<file path="src/sv/stp_pkg.sv">
`default_nettype none
package stp_pkg;

  localparam int NOTE_W   = 16;
  localparam int POS_W    = 32;
  localparam int SPEED_W  = 16;
  localparam int ACCEL_W  = 16;
  localparam int EXP_W    = 3;
  localparam int CFG_W    = 16;
  localparam int PERIOD_W = 16;

  localparam int MAX_SHIFT = (1 << EXP_W) - 1;

  localparam int TIMES10_W   = NOTE_W + 3;
  localparam int SCALED_W    = TIMES10_W + MAX_SHIFT;
  localparam int RECIP_SHIFT = SCALED_W + 3;
  localparam int RECIP_W     = SCALED_W;
  localparam logic [RECIP_W-1:0] RECIP_NINE = RECIP_W'(((1 << RECIP_SHIFT) + 8) / 9);
  localparam int PROD_W      = SCALED_W + RECIP_W;
  localparam int QUOT9_W     = PROD_W - RECIP_SHIFT;

  localparam int ERR_W = POS_W + 1;
  localparam int LHS_W = 1 + ACCEL_W + POS_W;
  localparam int RHS_W = 2 * SPEED_W + MAX_SHIFT;

  localparam logic [SPEED_W-1:0] CLOCK_DIV = SPEED_W'(30);
  localparam int PERIOD_NUM = 129600000;
  localparam int PNUM_W     = $clog2(PERIOD_NUM + 1);
  localparam int DEN_W      = 2 * SPEED_W;
  localparam int DIV_CNT_W  = $clog2(PNUM_W);
  localparam logic [DIV_CNT_W-1:0] DIV_LAST_CNT = DIV_CNT_W'(PNUM_W - 1);

  typedef enum logic [1:0] {
    CMD_UPDATE = 2'd0,
    CMD_STEP   = 2'd1,
    CMD_RAMP   = 2'd2,
    CMD_HOLD   = 2'd3
  } cmd_e;

  typedef enum logic [1:0] {
    CFG_MICROSTEP = 2'd0,
    CFG_ACCEL     = 2'd1,
    CFG_FLOOR     = 2'd2,
    CFG_CEILING   = 2'd3
  } cfg_idx_e;

  typedef enum logic [3:0] {
    ST_IDLE,
    ST_EXEC,
    ST_TGT_MUL,
    ST_TGT_SIGN,
    ST_ERR,
    ST_BRAKE_MUL,
    ST_BRAKE,
    ST_DIV_LOAD,
    ST_DIV_RUN,
    ST_DONE
  } state_e;

  typedef struct packed {
    logic [1:0]               command;
    logic signed [NOTE_W-1:0] note;
  } item_t;

  typedef struct packed {
    logic signed [POS_W-1:0] position;
    logic                    forward;
    logic                    stepping;
    logic                    ramping;
    logic                    speeding_up;
    logic                    braking_zone;
    logic [SPEED_W-1:0]      speed_now;
    logic [PERIOD_W-1:0]     step_period;
    logic                    at_target;
  } result_t;

  typedef struct packed {
    logic [EXP_W-1:0]   microstep_exp;
    logic [ACCEL_W-1:0] accel_limit;
    logic [SPEED_W-1:0] speed_floor;
    logic [SPEED_W-1:0] speed_ceiling;
  } cfg_t;

  typedef struct packed {
    logic load_item;
    logic exec;
    logic tgt_mul;
    logic tgt_sign;
    logic err_calc;
    logic brake_mul;
    logic brake;
    logic div_load;
    logic div_step;
  } ctl_t;

  typedef struct packed {
    cmd_e command;
    logic err_zero;
    logic div_last;
  } sts_t;

endpackage
`default_nettype wire

</file>
<file path="src/sv/stp_ctrl.sv">
`default_nettype none
module stp_ctrl
  import stp_pkg::*;
(
  input  wire logic clk,
  input  wire logic rst,
  input  wire logic cmd_valid,
  output logic      cmd_ready,
  input  wire logic out_free,
  output logic      out_load,
  input  wire sts_t sts,
  output ctl_t      ctl
);

  state_e state, state_next;

  always_ff @(posedge clk) begin
    if (rst) begin
      state <= ST_IDLE;
    end else begin
      state <= state_next;
    end
  end

  always_comb begin
    state_next = state;
    unique case (state)
      ST_IDLE: begin
        if (cmd_valid) state_next = ST_EXEC;
      end
      ST_EXEC: begin
        state_next = (sts.command == CMD_UPDATE) ? ST_TGT_MUL : ST_DIV_LOAD;
      end
      ST_TGT_MUL:   state_next = ST_TGT_SIGN;
      ST_TGT_SIGN:  state_next = ST_ERR;
      ST_ERR:       state_next = ST_BRAKE_MUL;
      ST_BRAKE_MUL: state_next = sts.err_zero ? ST_DIV_LOAD : ST_BRAKE;
      ST_BRAKE:     state_next = ST_DIV_LOAD;
      ST_DIV_LOAD:  state_next = ST_DIV_RUN;
      ST_DIV_RUN: begin
        if (sts.div_last) state_next = ST_DONE;
      end
      ST_DONE: begin
        if (out_free) state_next = ST_IDLE;
      end
      default: state_next = ST_IDLE;
    endcase
  end

  always_comb begin
    ctl       = '0;
    cmd_ready = 1'b0;
    out_load  = 1'b0;
    unique case (state)
      ST_IDLE: begin
        cmd_ready     = 1'b1;
        ctl.load_item = cmd_valid;
      end
      ST_EXEC:      ctl.exec = 1'b1;
      ST_TGT_MUL:   ctl.tgt_mul = 1'b1;
      ST_TGT_SIGN:  ctl.tgt_sign = 1'b1;
      ST_ERR:       ctl.err_calc = 1'b1;
      ST_BRAKE_MUL: ctl.brake_mul = 1'b1;
      ST_BRAKE:     ctl.brake = 1'b1;
      ST_DIV_LOAD:  ctl.div_load = 1'b1;
      ST_DIV_RUN:   ctl.div_step = 1'b1;
      ST_DONE:      out_load = out_free;
      default: begin
        ctl = '0;
      end
    endcase
  end

endmodule
`default_nettype wire

</file>
<file path="config.mk">
export PLATFORM = sky130hd
export DESIGN_NAME = stp_ctrl
export DESIGN_NICKNAME = d
export VERILOG_FILES = /design/src/sv/stp_pkg.sv /design/src/sv/stp_ctrl.sv
export SDC_FILE = /design/constraint.sdc
export NUM_CORES = 1
export LEC_CHECK = 0
export BUFFER_PORTS_ARGS = -buffer_cell sky130_fd_sc_hd__buf_2
export CAP_MARGIN = 10
export CORE_AREA = 2 2 39 41
export DETAILED_ROUTE_END_ITERATION = 16
export DIE_AREA = 0 0 41 43
export GPL_ROUTABILITY_DRIVEN = 0
export GPL_TIMING_DRIVEN = 0
export MAX_ROUTING_LAYER = met4
export PLACE_DENSITY = 0.48
export SLEW_MARGIN = 20
export SYNTH_ARGS = -nofsm -noshare
export SYNTH_HDL_FRONTEND = slang
export SYNTH_SLANG_ARGS = --single-unit
</file>
<file path="constraint.sdc">
create_clock -name clk -period 1.4 [get_ports clk]
set_input_delay 0.28 -clock clk [delete_from_list [all_inputs] [get_ports clk]]
set_output_delay 0.28 -clock clk [all_outputs]
set_load 0.01 [all_outputs]
</file>
==> results.cfg, run 1 <==
[status]
outcome = complete, but fails checks
violations = negative setup slack

[route]
ant_nets = 0
wire_per_inst_um = 11.65
vias = 393
vias_per_cell = 4.793
totalWireLength_um = 955
dr.pass1.iters = 4
first_iter_violations = 3
drc = 0

[logic_synthesis]
syn-num-nets = 50
ys_seq_area_frac = 0.2415
netlist_area_um2 = 331.6
yosysWarnings = 0
synthDistinctLibCells = 20
syn_avg_cell_area_um2 = 7.894
ys_ff_latch = 4
syn_inst = 42

[global_route]
track_usage = 0.1211
grt_pass1_vias = 318
grt_start_max_net_pins = 11
grt_overflow = 0
grt_pass1_wl_um = 1345
antenna_found_initial = 0

[sta]
finalSetupViolCount = 3
worst_slack_ps = -39.93
setup-tns-final_ps = -68.42
rsz0062_at_grt = true
timing.fmax_mhz = 694.5
worst_pin_slew_ps = 329.4
slew_viol_final = 0
fin_skew_ps = 1.087
final-hold-violation-count = 0
fin_crit_sh = 1.029
fin_crit_ps = 1440
slew_headroom = 0.7776

[cts]
clockBufferDepth = 2
numCtsBuffers = 3
cts.sinks = 4
cts-root-buf = clkbuf_4
cts_tree = built
cts_max_level = 1
path_clk_slew_ps = 40
clk_latency_ps = 240
cts_hold_repair.buffers = 0

[floorplanning]
initial_utilization = 0.2396
io_pins = 19
die_area_um2 = 1763
die_h_um = 43
die_w_um = 41
fp.coreArea_um2 = 1384
num_rows = 14

[critical_path]
crit_required_ps = 1120
crit_slowest_cell = dfxtp_4
path_class = reg -> out
cp_max_fo = 3
slowest_delay_ps = 350
path_cells = nor4_4 -> and2_1 -> buf_2
worst-endpoint-arrival_ps = 1160
end_kind = output port
cp-start-kind = register

[place]
portBuffers = 18
dp_hpwl_um = 658.8
dpl_cell_area_um2 = 441.7
dp_slack_ps = 92.58

[min_path]
hold_path_class = in -> reg

[finish]
utilization = 0.4195
postLayoutCellArea_um2 = 580.6
largest_register = state
largest_reg_flops = 4
final_nets = 76
drive_gt1_frac = 0.6970
diodes = 0
area_growth_pct = 75.09
reg_top3 = state (4)

[power]
power_density_nw_per_um2 = 1167
p_leak_nw = 0.2795
totalPowerFinal_w = 0.0006775
vdd_ir_drop_max_mv = 0.4601

[flow_run]
maxCapViolCount = 0
repair_timing:
item / 4_1_cts / 5_1_grt
pin swaps: 3 / 1
setup endpoints to repair: 11 / 11
resized for setup: 17 / 7
setup buffers: 2 / 0
cloned: 0 / 1
logic make-up (layout without fill, tap and decap cells):
family                 Yosys count  after routing  synth area share
XOR/XNOR                         1              1           0.02642
flip-flops                       4              4            0.2415
buffers and inverters            7             31            0.1509
AO/OA/AOI/OAI                    7              7            0.1623
AND/OR/NAND/NOR                 23             23            0.4189
cells in the final DEF (no fill, tap or decap):
cell type  count
nand2b_4       4
and2_1         1
xnor2_1        1
dfxtp_4        2
or3_1          1
nand2_2        1
dfxtp_2        1
a31o_1         1
buf_6          5
inv_1          3
nor2b_1        1
nor2_4         1
nor4_1         2
dfxtp_1        1
buf_2         18
o21ba_1        1
a211oi_1       1
and3_1         1
nor2_2         2
nor3_2         6
buf_4          2
nor4_4         1
nor3_1         2
clkbuf_4       3
a21oi_1        2
o41ai_1        2
cells in the mapped netlist:
| cell | count | share of area |
|---|---|---|
| nor3_1 | 8 | 0.12 |
| dfxtp_1 | 4 | 0.24 |
| nand2b_1 | 4 | 0.075 |
| buf_6 | 3 | 0.10 |
| inv_1 | 3 | 0.034 |
| nor2_1 | 3 | 0.034 |
| a21oi_1 | 2 | 0.030 |
| nor4_1 | 2 | 0.038 |
| o41ai_1 | 2 | 0.053 |
| a211oi_1 | 1 | 0.023 |
| a31o_1 | 1 | 0.026 |
| and2_1 | 1 | 0.019 |
| and3_1 | 1 | 0.019 |
| buf_2 | 1 | 0.015 |
| nand2_1 | 1 | 0.011 |
| nor2b_1 | 1 | 0.019 |
| nor4_4 | 1 | 0.064 |
| o21ba_1 | 1 | 0.030 |
| or3_1 | 1 | 0.019 |
| xnor2_1 | 1 | 0.026 |
per-stage QoR:
step                      hold slack [ps]  std cells
after global routing                274.6         82
after global placement              522.5         76
final                               271.7         82
after detailed placement            526.5         76
after floorplan                     356.6         42
after CTS                           267.1         81
power breakdown:
group	switching, W	leakage, nW	internal (W)
combinational	0.000180	0.231	0.000185
clock	0.0000516	0.0138	0.0000962
sequential	0.0000249	0.0345	0.000140
total	0.000256	0.279	0.000421
critical path: cells and delay by family (launching register included):
| kind | cells | cell delay [ps] |
|---|---|---|
| and+or+nand+nor | 2 | 460 |
| buffers and inverters | 1 | 120 |
| DFF | 1 | 350 |
layout make-up:
class,count,area [um2]
fill,146,803.3
multi-input combinational,31,276.5
timing repair buffer,21,116.4
sequential,4,88.84
buffer,4,45.04
clock buffer,3,22.52
tap,16,20.02
inverter,3,11.26
per-layer routing:
layer | part of all wire | track usage | up-vias
met2 | 0.50 | 0.1656 | 19
met1 | 0.41 | 0.1310 | 175
met5 | 0 | - | -
met4 | 0.013 | 0.1000 | 0
met3 | 0.077 | 0.04712 | 2
li1 | - | - | 197
path summary, 6_finish.rpt:
check / start / to / slack [ps] / depth (start not counted)
worst min-delay path: rst / state[2]$_SDFFE_PP0P_ / 270 / 2
worst max-delay path: state[0]$_SDFFE_PP0P_ / ctl[8] / -40 / 3
worst max register to register: state[1]$_SDFFE_PP0P_ / state[2]$_SDFFE_PP0P_ / 220 / 4
worst min register to register: state[3]$_SDFFE_PP0P_ / state[2]$_SDFFE_PP0P_ / 580 / 2
(Power assumes the default switching activity.)
==> inputs of run 2 (changes only) <==
--- a/config.mk
+++ b/config.mk
@@ -5,15 +5,17 @@
 export SDC_FILE = /design/constraint.sdc
 export NUM_CORES = 1
 export LEC_CHECK = 0
+export ABC_AREA = 1
 export BUFFER_PORTS_ARGS = -buffer_cell sky130_fd_sc_hd__buf_2
 export CAP_MARGIN = 10
 export CORE_AREA = 2 2 39 41
+export CTS_CLUSTER_DIAMETER = 50
 export DETAILED_ROUTE_END_ITERATION = 16
 export DIE_AREA = 0 0 41 43
 export GPL_ROUTABILITY_DRIVEN = 0
 export GPL_TIMING_DRIVEN = 0
 export MAX_ROUTING_LAYER = met4
-export PLACE_DENSITY = 0.48
+export PLACE_DENSITY = 0.47
 export SLEW_MARGIN = 20
 export SYNTH_ARGS = -nofsm -noshare
 export SYNTH_HDL_FRONTEND = slang
==> run 2 against run 1 <==
Die area unchanged. Fmax increased by 6.7%. Wire length decreased by 12%. Clock-buffer cell count unchanged. The run now ends clean. Critical path depth unchanged. Largest cell class unchanged. Clock skew increased by 1.5 ps. Sequential power increased by 11%. Non-clock buffer count decreased by 5.
==> results.cfg, run 2 <==
[sta]
fin_crit_sh = 0.9637
fin_skew_ps = 2.570
final-hold-violation-count = 0
setup-tns-final_ps = 0
worst_pin_slew_ps = 196.8
slew_viol_final = 0
rsz0062_at_grt = true
slew_headroom = 0.8677
fin_crit_ps = 1349
worst_slack_ps = 50.76
finalSetupViolCount = 0
timing.fmax_mhz = 741.2

[logic_synthesis]
syn-num-nets = 61
syn_avg_cell_area_um2 = 6.020
netlist_area_um2 = 319.1
synth_top_cell_by_area = dfxtp_1
netlist_top_cells_area = dfxtp_1 25%, nor2_1 11%, nand3_1 9.4%
yosysMostFrequentCell = nor2_1
yosysWarnings = 0
ys.flop_type = dfxtp_1
ys_seq_area_frac = 0.2510
synth-async-reset-ratio = 0
synth_top_area_frac = 0.2510
ys_ff_latch = 4
synthDistinctLibCells = 16
synth-edff-count = 0
syn_inst = 53
netlist_top_cells_count = 9 x nor2_1, 7 x inv_1, 6 x nand2_1, 6 x nand3_1

[floorplanning]
num_rows = 14
initial_utilization = 0.2306
die_w_um = 41
die_h_um = 43
die_area_um2 = 1763
fp.coreArea_um2 = 1384
io_pins = 19

[finish]
utilization = 0.3689
postLayoutCellArea_um2 = 510.5
multi_input_area_um2 = 229.0
instances_no_fill = 92
drive_gt1_frac = 0.5921
area_growth_pct = 60.00
final_cell_mix = 18 x buf_2, 8 x nor2_1, 7 x inv_1, 6 x nand3_1, 5 x nand2_1
final_nets = 86
diodes = 0
reg_top3 = state (4)
largest_reg_flops = 4
regArea_um2 = 90.09
final_common_cell = buf_2
fillCellCount = 161
largest_register = state

[route]
wire_per_inst_um = 9.141
wl_met1_um = 370
drc = 0
routed-wl-met3_um = 38
vias = 388
wl_met2_um = 431
first_iter_violations = 4
vias_per_cell = 4.217
totalWireLength_um = 841
dr.pass1.iters = 4
top_layer_used = met3
ant_nets = 0

[power]
power_density_nw_per_um2 = 1165
p_leak_nw = 0.2786
vdd_ir_drop_max_mv = 0.4337

[critical_path]
slowest_delay_ps = 360
cp_max_fo = 6
end_kind = output port
crit_slowest_cell = dfxtp_2
worst-endpoint-arrival_ps = 1070
path_cells = inv_4 -> nor4_2 -> buf_2
path_class = reg -> out
crit_required_ps = 1120
cp-start-kind = register

[min_path]
hold_path_class = in -> reg

[cts]
cts_max_level = 1
clk_latency_ps = 230
cts-root-buf = clkbuf_4
cts_tree = built
clockBufferDepth = 2
numCtsBuffers = 3
path_clk_slew_ps = 40
cts_hold_repair.buffers = 0
cts.sinks = 4

[place]
placed_cells = 87
portBuffers = 18
dp_hpwl_um = 645.2
dp_slack_ps = 159.8
dpl_cell_area_um2 = 429.2

[global_route]
grt_overflow = 0
antenna_found_initial = 0
track_usage = 0.1204
grt_start_max_net_pins = 8
grt_pass1_wl_um = 1366
grt_pass1_vias = 340

[flow_run]
maxCapViolCount = 0

[status]
outcome = completed
==> run 2: changes by cell type in the layout (fill, tap and decap cells not counted), moves of 2 or more <==
cell,delta
nor4_1,-2
nand2b_4,-4
nor2_4,+2
inv_1,+4
nor2_1,+8
nand2_2,+2
o41ai_1,-2
nand2_1,+5
nand3_1,+6
inv_2,+3
buf_6,-5
nor3_2,-4
==> run 2: layer usage <==
metal	up-vias	global-route usage
met4	0	0.1000
met2	8	0.1656
met5	-	-
met1	165	0.1479
met3	0	0.01571
li1	215	-
==> run 2: where the power goes <==
group	switching, W	internal, W	leakage, nW	total [W]
sequential	0.0000427	0.000140	0.0350	0.000183
combinational	0.000154	0.000121	0.230	0.000275
clock	0.0000421	0.0000955	0.0138	0.000138
==> run 2: cell families (layout without fill, tap and decap cells) <==
group	count (synthesis)	count (layout)	synth area share
and+or+nand+nor	33	33	0.5059
DFF	4	4	0.2510
buffers and inverters	11	34	0.1294
AOI/OAI and AO/OA	5	5	0.1137
==> run 2: area by class of cell <==
type	count	share of cell area
Tap cell	16	0.03922
Inverter	11	0.08578
Clock buffer	3	0.04412
Timing Repair Buffer	20	0.2059
Multi-Input combinational cell	38	0.4485
Sequential cell	4	0.1765
==> run 2: metrics by stage <==
stage                     hold WS (ps)  total power, W
after floorplan                  342.4       0.0003277
after global placement           500.2       0.0004071
after detailed placement         499.1       0.0004025
after CTS                        239.9       0.0005662
after global routing             266.3       0.0006433
final                            249.9       0.0005948
==> run 2: worst max-delay path, delay by kind of cell (launching register included) <==
kind / cells / cell delay, ps
DFF: 1 / 360
buffers and inverters: 2 / 240
and+or+nand+nor: 1 / 240
==> run 2: timing repair <==
action / in CTS / in global routing
gates resized for setup: 5 / 9
pin swaps: 1 / 1
setup endpoints to repair: 8 / 8
cloned: 0 / 0
setup buffers: 0 / 2
==> run 2: final timing paths <==
check / start / to / slack (ps) / cells after the start
max: state[3]$_SDFFE_PP0P_ / out_load / 50 / 3
min: rst / state[0]$_SDFFE_PP0P_ / 250 / 2
max reg2reg: state[0]$_SDFFE_PP0P_ / state[0]$_SDFFE_PP0P_ / 320 / 7
min reg2reg: state[3]$_SDFFE_PP0P_ / state[1]$_SDFFE_PP0P_ / 570 / 3
==> inputs of run 3 (changes only) <==
--- a/config.mk
+++ b/config.mk
@@ -15,7 +15,8 @@
 export GPL_ROUTABILITY_DRIVEN = 0
 export GPL_TIMING_DRIVEN = 0
 export MAX_ROUTING_LAYER = met4
-export PLACE_DENSITY = 0.47
+export PLACE_DENSITY = 0.49
+export SETUP_SLACK_MARGIN = 0.2
 export SLEW_MARGIN = 20
 export SYNTH_ARGS = -nofsm -noshare
 export SYNTH_HDL_FRONTEND = slang
==> constraint.sdc (replaced) <==
create_clock -name clk -period 1.18 [get_ports clk]
set_input_delay 0.236 -clock clk [delete_from_list [all_inputs] [get_ports clk]]
set_output_delay 0.236 -clock clk [all_outputs]
set_load 0.01 [all_outputs]
==> run 3 against run 2 <==
The run now ends with negative setup slack left. Largest power group unchanged. Clock-buffer cell count rose by 1. Clock skew rose by 3.4 ps. Cell area rose by 16%. Worst hold slack lost 48 ps. Global-route usage up 0.51 points. Core utilization rose by 6.1 points. Critical endpoint is now ctl[8]. Combinational power is 44% higher. Largest cell class unchanged.
==> results.cfg, run 3 (same netlist as run 2, synthesis figures left out) <==
[global_route]
use_met1 = 0.1447
grt_overflow = 0
use_met2 = 0.1844
track_usage = 0.1255
grt_pass1_wl_um = 1455
grt_start_max_net_pins = 8
antenna_found_initial = 0
grt_pass1_vias = 389
grt_busiest_layer = met2
grt.met3_usage = 0.01571

[place]
portBuffers = 18
dp_hpwl_um = 662.1
placed_cells = 87
dpl_cell_area_um2 = 471.7

[critical_path]
cp_max_fo = 5
rr_endpoint = state[0]$_SDFFE_PP0P_
path_class = reg -> out
r2r_slack_ps = 80
rr_worst_depth = 7
end_kind = output port
crit_path_start = state[1]$_SDFFE_PP0P_
worst-endpoint-arrival_ps = 1070
cp-endpoint = ctl[8]
crit_required_ps = 940
cp-start-kind = register
r2r-start = state[1]$_SDFFE_PP0P_

[route]
vias = 420
wire_per_inst_um = 9.726
ant_nets = 0
drc = 0
first_iter_violations = 2
totalWireLength_um = 924
vias_per_cell = 4.421
dr.pass1.iters = 4

[sta]
timing.fmax_mhz = 763.8
rsz0062_at_grt = true
fin_crit_ps = 1309
fin_crit_sh = 1.109
worst_slack_ps = -129.2
slew_headroom = 0.8853
slew_viol_final = 0
finalSetupViolCount = 11
worst_pin_slew_ps = 170.6
hold_ws_ps = 202.1
final-hold-violation-count = 0
fin_skew_ps = 5.940

[flow_run]
maxCapViolCount = 0

[cts]
cts.sinks = 4
path_clk_slew_ps = 40
cts_tree = built
clk_latency_ps = 230
cts_max_level = 1
cts-root-buf = clkbuf_4
clockBufferDepth = 2
cts_hold_repair.buffers = 0
numCtsBuffers = 3

[power]
comb_power_share = 0.495
internal_power_w = 0.0004702
vdd_ir_drop_max_mv = 0.5545
pwr-share-seq = 0.277
power.switching_w = 0.0003330
p_leak_nw = 0.3122
pwr-share-clk = 0.228
switching_share = 0.4146
totalPowerFinal_w = 0.0008032
power_density_nw_per_um2 = 1351

[finish]
final_nets = 88
fillCellCount = 152
drive_gt1_frac = 0.6582
largest_register = state
final_cell_mix = 16 x buf_2, 7 x nor2_1, 7 x inv_1, 5 x nor2_4, 5 x nand2_1
reg_top3 = state (4)
diodes = 0
postLayoutCellArea_um2 = 594.3
final_common_cell = buf_2
instances_no_fill = 95
area_growth_pct = 86.27
largest_reg_flops = 4
utilization = 0.4295

[status]
violations = negative setup slack
outcome = complete, but fails checks

[floorplanning]
die_w_um = 41
initial_utilization = 0.2306
die_area_um2 = 1763
fp.coreArea_um2 = 1384
io_pins = 19
die_h_um = 43
num_rows = 14

[min_path]
hold_start = rst
hold_path_class = in -> reg
==> run 3: final cells by class <==
class                   instances  area, um2  share of cell area
flip-flops and latches          4      95.09              0.1600
inverters                      11      48.80             0.08211
well taps                      16      20.02             0.03368
clock buffers                   4      26.28             0.04421
multi-input cells              38      271.5              0.4568
repair buffers                 22      132.6              0.2232
==> run 3: how the worst min path moves through the flow <==
stage | slack, ps | cells after the start | to
2_1_floorplan | 290 | 1 | state[0]$_SDFFE_PP0P_
3_3_place_gp | 450 | 2 | state[0]$_SDFFE_PP0P_
3_5_place_dp | 440 | 2 | state[0]$_SDFFE_PP0P_
4_1_cts | 190 | 2 | state[0]$_SDFFE_PP0P_
5_1_grt | 200 | 2 | state[0]$_SDFFE_PP0P_
6_report | 200 | 2 | state[0]$_SDFFE_PP0P_
==> run 3: power by group through the flow <==
stage	sequential, W	clock (W)	combinational [W]
2_1_floorplan	0.000205	0	0.000228
3_3_place_gp	0.000214	0	0.000315
3_5_place_dp	0.000213	0	0.000312
4_1_cts	0.000221	0.000196	0.000344
5_1_grt	0.000228	0.000200	0.000439
6_report	0.000222	0.000184	0.000397
==> run 3: stage by stage <==
stage | setup WS (ps) | setup TNS (ps)
after detailed placement | 84.02 | 0
after CTS | -156.1 | -1095
after global placement | 81.48 | 0
final | -129.2 | -902.9
after global routing | -180.5 | -1621
after floorplan | 168.1 | 0
==> run 3: routing by layer <==
layer / wire length [um] / part of all wire / vias up
met2: 498 / 0.54 / 11
met5: 0 / 0 / -
li1: - / - / 219
met4: 0 / 0 / 0
met1: 365 / 0.40 / 190
met3: 60 / 0.065 / 0
==> run 3: critical path, stage by stage, from the launching register on <==
cell,delay (ps)
dfxtp_4,370
nor2_4,170
inv_2,70
nor3_2,90
buf_2,140
==> run 3: timing repair <==
item / 4_1_cts / 5_1_grt
endpoints found under the hold margin: 0 / 0
gates cloned: 0 / 0
buffers inserted: 1 / 3
endpoints found under the setup margin: 14 / 14
gates resized for setup: 10 / 7
pin swaps: 2 / 5
